### config.mk
export PLATFORM = sky130hd
export DESIGN_NAME = ffha_ctrl
export DESIGN_NICKNAME = d
export VERILOG_FILES = /design/src/hw/rtl/ffha_pkg.sv /design/src/hw/rtl/ffha_ctrl.sv
export SDC_FILE = /design/constraint.sdc
export NUM_CORES = 1
export LEC_CHECK = 0
export ABC_AREA = 0
export ABC_CLOCK_PERIOD_IN_PS = 15400
export BUFFER_PORTS_ARGS = -buffer_cell sky130_fd_sc_hd__buf_2
export CAP_MARGIN = 20
export CORE_AREA = 2 2 149 151
export DETAILED_ROUTE_END_ITERATION = 8
export DIE_AREA = 0 0 151 153
export GPL_ROUTABILITY_DRIVEN = 0
export PLACE_DENSITY = 0.71
export SETUP_SLACK_MARGIN = 0.4
export SYNTH_ARGS = -nofsm -noshare
export SYNTH_HDL_FRONTEND = slang
export SYNTH_SLANG_ARGS = --single-unit
### constraint.sdc
create_clock -name clock -period 15.4 [get_ports clock]
set_input_delay 3.08 -clock clock [delete_from_list [all_inputs] [get_ports clock]]
set_output_delay 3.08 -clock clock [all_outputs]
set_load 0.1 [all_outputs]
### src/hw/rtl/ffha_pkg.sv
`default_nettype none
package ffha_pkg;

   localparam int HEAP_BYTES   = 4096;
   localparam int HEADER_BYTES = 8;

   localparam int OFS_W  = $clog2(HEAP_BYTES);
   localparam int TOP_W  = $clog2(HEAP_BYTES + 1);
   localparam int SIZE_W = 13;
   localparam int SUM_W  = ((TOP_W > SIZE_W) ? TOP_W : SIZE_W) + 1;

   typedef enum logic {
      CMD_ALLOC = 1'b0,
      CMD_FREE  = 1'b1
   } cmd_type;

   typedef enum logic [1:0] {
      ST_IDLE,
      ST_WALK,
      ST_APPEND,
      ST_DONE
   } state_type;

   typedef struct packed {
      cmd_type     cmd;
      logic [11:0] num_bytes;
      logic [31:0] free_address;
   } req_type;

   typedef struct packed {
      logic [31:0] payload_address;
      logic        fail;
   } rsp_type;

   typedef struct packed {
      logic             en;
      logic [OFS_W-1:0] addr;
   } hdr_rd_type;

   typedef struct packed {
      logic              flag_we;
      logic              size_we;
      logic [OFS_W-1:0]  addr;
      logic              flag;
      logic [SIZE_W-1:0] size;
   } hdr_wr_type;

endpackage
`default_nettype wire

### src/hw/rtl/ffha_ctrl.sv
`default_nettype none
module ffha_ctrl (
   input  wire logic                       clock,
   input  wire logic                       reset,
   input  wire logic                       req_valid,
   output logic                            req_ready,
   input  wire ffha_pkg::req_type          req_payload,
   input  wire logic [31:0]                heap_base,
   output logic                            done_valid,
   input  wire logic                       done_ready,
   output ffha_pkg::rsp_type               done_payload,
   output ffha_pkg::hdr_rd_type            hdr_rd,
   output ffha_pkg::hdr_wr_type            hdr_wr,
   input  wire logic                       hdr_flag,
   input  wire logic [ffha_pkg::SIZE_W-1:0] hdr_size
);
   import ffha_pkg::*;

   state_type         state_ff, state_in;
   logic [TOP_W-1:0]  loc_ff, loc_in;
   logic [TOP_W-1:0]  top_ff, top_in;
   logic [SIZE_W-1:0] need_ff, need_in;
   rsp_type           res_ff, res_in;

   logic [31:0]       free_ofs;
   logic [SUM_W-1:0]  next_loc;
   logic [SUM_W-1:0]  append_end;

   always_ff @(posedge clock) begin
      if (reset) begin
         state_ff <= ST_IDLE;
         top_ff   <= '0;
      end else begin
         state_ff <= state_in;
         top_ff   <= top_in;
      end
      loc_ff  <= loc_in;
      need_ff <= need_in;
      res_ff  <= res_in;
   end

   assign free_ofs   = req_payload.free_address - heap_base - 32'(HEADER_BYTES);
   assign next_loc   = SUM_W'(loc_ff) + SUM_W'(hdr_size);
   assign append_end = SUM_W'(top_ff) + SUM_W'(need_ff);

   always_comb begin
      state_in   = state_ff;
      loc_in     = loc_ff;
      top_in     = top_ff;
      need_in    = need_ff;
      res_in     = res_ff;
      req_ready  = 1'b0;
      done_valid = 1'b0;
      hdr_rd     = '0;
      hdr_wr     = '0;
      case (state_ff)
         ST_IDLE: begin
            req_ready = 1'b1;
            if (req_valid) begin
               res_in = '0;
               if (req_payload.cmd == CMD_FREE) begin
                  if (free_ofs < 32'(HEAP_BYTES)) begin
                     hdr_wr.flag_we = 1'b1;
                     hdr_wr.addr    = free_ofs[OFS_W-1:0];
                     hdr_wr.flag    = 1'b1;
                  end
                  state_in = ST_DONE;
               end else begin
                  need_in = SIZE_W'(req_payload.num_bytes) + SIZE_W'(HEADER_BYTES);
                  loc_in  = '0;
                  if (top_ff != '0) begin
                     hdr_rd.en   = 1'b1;
                     hdr_rd.addr = '0;
                     state_in    = ST_WALK;
                  end else begin
                     state_in = ST_APPEND;
                  end
               end
            end
         end
         ST_WALK: begin
            if (hdr_flag && (hdr_size >= need_ff)) begin
               hdr_wr.flag_we         = 1'b1;
               hdr_wr.addr            = loc_ff[OFS_W-1:0];
               hdr_wr.flag            = 1'b0;
               res_in.payload_address = heap_base + 32'(loc_ff) + 32'(HEADER_BYTES);
               state_in               = ST_DONE;
            end else if (hdr_size == '0) begin
               state_in = ST_APPEND;
            end else if (next_loc < SUM_W'(top_ff)) begin
               hdr_rd.en   = 1'b1;
               hdr_rd.addr = next_loc[OFS_W-1:0];
               loc_in      = next_loc[TOP_W-1:0];
            end else begin
               state_in = ST_APPEND;
            end
         end
         ST_APPEND: begin
            if (append_end > SUM_W'(HEAP_BYTES)) begin
               res_in.fail = 1'b1;
            end else begin
               hdr_wr.flag_we         = 1'b1;
               hdr_wr.size_we         = 1'b1;
               hdr_wr.addr            = top_ff[OFS_W-1:0];
               hdr_wr.flag            = 1'b0;
               hdr_wr.size            = need_ff;
               top_in                 = append_end[TOP_W-1:0];
               res_in.payload_address = heap_base + 32'(top_ff) + 32'(HEADER_BYTES);
            end
            state_in = ST_DONE;
         end
         ST_DONE: begin
            done_valid = 1'b1;
            if (done_ready) begin
               state_in = ST_IDLE;
            end
         end
         default: begin
            state_in = ST_IDLE;
         end
      endcase
   end

   assign done_payload = res_ff;

endmodule
`default_nettype wire

==> flow_metrics.env, run 1 <==
export IMPL_io_buffer_count=170
export IMPL_numCtsBuffers=9
export IMPL_hold_ws_ns=0.525
export IMPL_area_growth_pct=12.8
export IMPL_finalCritPeriodShare_pct=72.8
export IMPL_synthCells=1349
export IMPL_sequentialPowerShare_pct=18.9
export IMPL_htree_num_levels=3
export IMPL_finalHoldViolCount=0
export IMPL_die_w_um=151
export IMPL_period_needed_ns=11.21
export IMPL_grt_overflow_total=0
export IMPL_cap_violations=0
export IMPL_seq_area_frac_synth_pct=19.6
export IMPL_synth_area_sq_mm=0.0106
export IMPL_fmax_mhz=89.2
export IMPL_grt_pass1_vias=9910
export IMPL_antenna_found_initial=0
export IMPL_whs_path_depth=2
export IMPL_grt_pass1_wl_mm=50.7
export IMPL_clk_latency_ns=0.35
export IMPL_rsz0062_at_grt="no"
export IMPL_async_flop_share_pct=0
export IMPL_rrSetupSlack_ns=10.09
export IMPL_final_cells=1782
export IMPL_cp_arrival_ns=8.13
export IMPL_crit_fanout=13
export IMPL_holdPathEnd="state_ff[1]"
export IMPL_synth_area_leaders="ha_1 (20%), edfxtp_1 (17%), inv_1 (5.8%)"
export IMPL_drtIter0Drc=972
export IMPL_crit_path_start_kind="input pin"
export IMPL_synth_seq_cells=74
export IMPL_row_count=54
export IMPL_grt_usage_pct=27.8
export IMPL_pwr_share_clk_pct=10.3
export IMPL_criticalPathCategory="in2out"
export IMPL_outcome="finished, final reports clean"
export IMPL_hpwlAfterDp_mm=26.7
export IMPL_cts_repair_resized=0
export IMPL_fill_cells=2080
export IMPL_power_density_mw_per_mm2=162
export IMPL_synth_area_leader_cell="ha_1"
export IMPL_cts_tree="built"
export IMPL_r2r_start="loc_ff[0]"
export IMPL_worst_r2r_cell_count=20
export IMPL_cts_reportedPaths_clkPinSlew_ns=0.06
export IMPL_p_comb_share_pct=70.8
export IMPL_final_cell_mix="ha_1 (170), buf_2 (170), inv_1 (162), nor2_1 (115), nand2_1 (90)"
export IMPL_synth_distinct_cells=81
export IMPL_clk_path_buf_depth=2
export IMPL_worst_ep_required_time_ns=12.32
export IMPL_finalSetupTns_ns=0
export IMPL_leakage_nw=5.56
export IMPL_drv_slew=0
export IMPL_drt_vias_per_instance=6.12
export IMPL_postCtsSetupRepairBufs=0
export IMPL_maxSlewHeadroom_pct=29.8
export IMPL_synthesis_nets=1619
export IMPL_endpoint_kind="output port"
export IMPL_regToRegEndpoint="state_ff[0]"
export IMPL_grt_max_degree=33
export IMPL_min_path_type="reg2reg"
export IMPL_fin_skew_ns=0.0111
export IMPL_route_detailed_drc=0
export IMPL_die_h_um=153
export IMPL_worstMarginPinSlew_ns=1.05
export IMPL_cts_hold_buf=0
export IMPL_synth_top_area_share_pct=20.1
export IMPL_avgRoutedWirePerCell_um=18.5
export IMPL_ant_nets=0
export IMPL_core_region_area_sq_mm=0.0215
export IMPL_p_int_mw=0.791
export IMPL_nNetsFinal=1766
export IMPL_finalSetupViolCount=0
export IMPL_drive_above_1_share_pct=14.7
export IMPL_avgSynthCellArea_sq_um=7.84
export IMPL_cts_root_buf="clkbuf_16"
export IMPL_hold_path_startpoint="state_ff[1]"
export IMPL_synth_edf_count=59
export IMPL_switchingPower_mw=1.13
export IMPL_synth_warnings=0
export IMPL_swShare_pct=58.9
export IMPL_vias=10900
export IMPL_drt_pass1_iter_count=6
export IMPL_ir_worst_vdd_uv=92.2
export IMPL_start_util_pct=49.2
export IMPL_dp_cells=1763
export IMPL_power_total_mw=1.93
export IMPL_io_pins=171
export IMPL_utilization_pct=55.5
export IMPL_cts_sinks=74
export IMPL_synth_flop_cell="edfxtp_1"
export IMPL_dieArea_sq_mm=0.0231
export IMPL_wl_mm=33.0
[layout make-up]
type                            instances  area [sq um]  share of cell area, %
Tap cell                              280           350                   2.94
Multi-Input combinational cell       1071          7700                   64.6
Antenna cell                            1          2.50                 0.0210
Timing Repair Buffer                  178           915                   7.67
Sequential cell                        74          2070                   17.4
Clock inverter                          6          41.3                  0.346
Clock buffer                           10           229                   1.92
Inverter                              162           608                   5.10
[cell families (layout without fill, tap and decap cells)]
group | after synthesis | in the layout | share of synthesized area [%]
simple gates | 455 | 455 | 21.9
compound gates | 368 | 368 | 23.3
buf+inv | 204 | 356 | 7.66
fa+ha+maj | 175 | 175 | 21.1
flops | 74 | 74 | 19.6
xor+xnor | 54 | 54 | 4.60
mux | 19 | 19 | 1.85
other cells | 0 | 1 | 0
[layer usage]
layer / global-route usage [%] / share of wire (%)
met5: 0 / 0
met4: 12.4 / 4.7
met3: 5.46 / 8.4
met2: 47.4 / 47
met1: 33.6 / 40
[per-stage QoR]
| stage | instance area, sq um | setup slack [ns] |
|---|---|---|
| floorplan | 10600 | 4.03 |
| global placement | 11600 | 4.44 |
| detailed placement | 11600 | 4.26 |
| CTS | 11900 | 4.24 |
| global route | 11900 | 3.91 |
| finish | 11900 | 4.19 |
[power groups by stage]
stage               Combinational, mW  Sequential [mW]  Clock [mW]
global placement                 1.33            0.365           0
detailed placement               1.34            0.366           0
finish                           1.36            0.364       0.199
global route                     1.46            0.369       0.210
floorplan                       0.777            0.647           0
CTS                              1.35            0.362       0.202
[cell usage after synthesis (18+ instances only)]
cell type,number
a211oi_1,18
a21oi_1,81
clkbuf_1,24
edfxtp_1,59
ha_1,170
inv_1,162
nand2_1,90
nand2b_1,21
nand3_1,36
nand4_1,30
nor2_1,115
nor3_1,46
o21a_1,24
o21ai_0,81
xnor2_1,39
[critical path, stage by stage]
cell and delay (ns):
buf_2 0.12, ha_1 0.24, fa_1 0.41, a21o_1 0.20, a21oi_1 0.21, o21bai_1 0.09
a21oi_1 0.23, o21bai_1 0.12, a41oi_1 0.26, nor2b_1 0.20, xnor2_1 0.21, ha_1 0.31
a21o_1 0.18, a21o_1 0.17, a211oi_1 0.24, and4_1 0.24, nand2b_1 0.05, or4b_2 0.85
inv_1 0.15, and2_1 0.14, buf_2 0.42
[registers in the layout, summed over array words and instances (netlist names)]
name,flops
loc_ff,13
top_ff,13
need_ff,13
state_ff,2
done_payload,33
[how the worst max path moves through the flow]
stage | from | cells after the start | end | slack [ns]
after global routing | hdr_size[0] | 21 | hdr_rd[10] | 3.91
after global placement | hdr_size[0] | 21 | hdr_rd[10] | 4.44
final | hdr_size[0] | 21 | hdr_rd[7] | 4.19
after floorplan | hdr_size[0] | 19 | hdr_rd[2] | 4.03
after CTS | hdr_size[0] | 21 | hdr_rd[7] | 4.24
after detailed placement | hdr_size[0] | 21 | hdr_rd[7] | 4.26
Power figures use the tool's default switching activity.
==> run 2: changes to the inputs <==
ABC_CLOCK_PERIOD_IN_PS = 9000   (was 15400)
PLACE_DENSITY = 0.74   (was 0.71)
clock period = 9 ns   (was 15.4 ns; I/O delays follow)
==> flow_metrics.env, run 2 (same netlist as run 1, synthesis figures left out) <==
export IMPL_grt_max_degree=33
export IMPL_ant_nets=0
export IMPL_endpoint="hdr_rd[7]"
export IMPL_grt_overflow_total=0
export IMPL_cts_hold_buf=0
export IMPL_whs_path_depth=2
export IMPL_worst_ep_required_time_ns=7.20
export IMPL_cts_reportedPaths_clkPinSlew_ns=0.06
export IMPL_cts_root_buf="clkbuf_16"
export IMPL_worstMarginPinSlew_ns=0.935
export IMPL_finalSetupViolCount=0
export IMPL_drive_above_1_share_pct=14.8
export IMPL_final_cell_mix="ha_1 (170), buf_2 (166), inv_1 (162), nor2_1 (115), nand2_1 (90)"
export IMPL_cts_repair_resized=0
export IMPL_period_needed_ns=8.25
export IMPL_p_comb_share_pct=71.0
export IMPL_hpwlAfterDp_mm=26.3
export IMPL_pwr_share_clk_pct=10.3
export IMPL_fin_skew_ns=0.00891
export IMPL_cp_arrival_ns=6.45
export IMPL_clk_path_buf_depth=2
export IMPL_crit_start="hdr_size[0]"
export IMPL_htree_num_levels=3
export IMPL_area_growth_pct=12.9
export IMPL_dieArea_sq_mm=0.0231
export IMPL_grt_usage_pct=27.4
export IMPL_leakage_nw=5.56
export IMPL_vias=10900
export IMPL_row_count=54
export IMPL_cts_tree="built"
export IMPL_grt_pass1_vias=9876
export IMPL_p_int_mw=1.35
export IMPL_switchingPower_mw=1.93
export IMPL_wl_mm=32.3
export IMPL_drt_pass1_iter_count=8
export IMPL_drt_vias_per_instance=6.14
export IMPL_endpoint_kind="output port"
export IMPL_io_buffer_count=170
export IMPL_cts_sinks=74
export IMPL_clk_latency_ns=0.35
export IMPL_rrSetupSlack_ns=3.86
export IMPL_place_ws_ns=0.488
export IMPL_worst_r2r_cell_count=19
export IMPL_core_region_area_sq_mm=0.0215
export IMPL_grt_pass1_wl_mm=50.5
export IMPL_route_detailed_drc=0
export IMPL_sequentialPowerShare_pct=18.8
export IMPL_min_path_type="reg2reg"
export IMPL_finalCritPeriodShare_pct=91.6
export IMPL_finalSetupTns_ns=0
export IMPL_mostFrequentLayoutCell="ha_1"
export IMPL_maxSlewHeadroom_pct=37.3
export IMPL_ir_worst_vdd_uv=170
export IMPL_regToRegEndpoint="loc_ff[6]"
export IMPL_die_h_um=153
export IMPL_numCtsBuffers=9
export IMPL_avgRoutedWirePerCell_um=18.1
export IMPL_crit_path_start_kind="input pin"
export IMPL_power_density_mw_per_mm2=275
export IMPL_drv_slew=0
export IMPL_io_pins=171
export IMPL_swShare_pct=58.8
export IMPL_criticalPathCategory="in2out"
export IMPL_crit_fanout=13
export IMPL_cap_violations=0
export IMPL_rsz0062_at_grt="yes"
export IMPL_antenna_found_initial=0
export IMPL_fmax_mhz=121
export IMPL_nNetsFinal=1766
export IMPL_largest_register_ffs=33
export IMPL_outcome="finished, final reports clean"
export IMPL_worst_slack_ns=0.753
export IMPL_start_util_pct=49.2
export IMPL_drtIter0Drc=956
export IMPL_die_w_um=151
export IMPL_r2r_start="loc_ff[0]"
export IMPL_finalHoldViolCount=0
export IMPL_postCtsSetupRepairBufs=0
-- run 2: cell count changes in the layout (fill, tap and decap cells not counted) --
cell and change:
buf_2 -4, clkbuf_4 +4, buf_4 +1, buf_6 -1, clkinv_4 +1, clkinvlp_4 +1
inv_4 -1, inv_6 -1, nor2b_1 -1, nor2b_2 +1, or4b_2 -1, or4b_4 +1
-- run 2: how the worst min path moves through the flow --
stage / from / endpoint / slack [ns]
2_1_floorplan: state_ff[1] / state_ff[1] / 0.47
3_3_place_gp: state_ff[1] / state_ff[1] / 0.51
3_5_place_dp: state_ff[1] / state_ff[1] / 0.52
4_1_cts: state_ff[1] / state_ff[1] / 0.53
5_1_grt: state_ff[1] / state_ff[1] / 0.56
6_report: state_ff[1] / state_ff[1] / 0.53
-- run 2: layout make-up --
cell class	count	area, sq um
multi-input combinational	1071	7710
timing repair buffer	178	921
antenna	1	2.50
sequential	74	2070
fill	2068	9550
tap	280	350
clock inverter	6	42.5
inverter	162	608
clock buffer	10	229
-- run 2: per-layer routing --
metal	routed length (um)	up-vias	GRT usage (%)
met1	12800	4981	34.8
met2	14900	604	45.3
li1	-	5265	-
met5	0	-	0
met3	3040	99	4.66
met4	1540	0	12.3
-- run 2: power by group through the flow --
stage	clock network, mW	registers, mW	logic [mW]
5_1_grt	0.358	0.626	2.49
2_1_floorplan	0	1.11	1.33
3_5_place_dp	0	0.624	2.29
4_1_cts	0.344	0.616	2.30
3_3_place_gp	0	0.621	2.26
6_report	0.337	0.617	2.33
-- run 2: worst max-delay path, cell delays in order --
cell      delay (ns)
buf_2           0.11
ha_1            0.23
fa_1            0.41
a21o_1          0.19
a21oi_1         0.22
o21bai_1        0.10
a21oi_1         0.22
o21bai_1        0.11
a41oi_1         0.26
nor2b_1         0.19
xnor2_1         0.20
ha_1            0.31
a21o_1          0.19
a21o_1          0.17
a211oi_1        0.23
and4_1          0.25
nand2b_1        0.07
or4b_4          0.62
inv_1           0.11
and2_1          0.13
clkbuf_4        0.32
-- run 2: stage by stage --
stage | cells | util (%) | power [mW] | hold WS [ns] | instance area [sq um]
global placement | 1764 | 54.2 | 2.88 | 0.507 | 11600
global route | 1781 | 55.5 | 3.48 | 0.557 | 11900
floorplan | 1349 | - | 2.44 | 0.474 | 10600
finish | 1782 | 55.6 | 3.29 | 0.532 | 11900
CTS | 1780 | 55.4 | 3.26 | 0.531 | 11900
detailed placement | 1764 | 54.2 | 2.91 | 0.523 | 11600
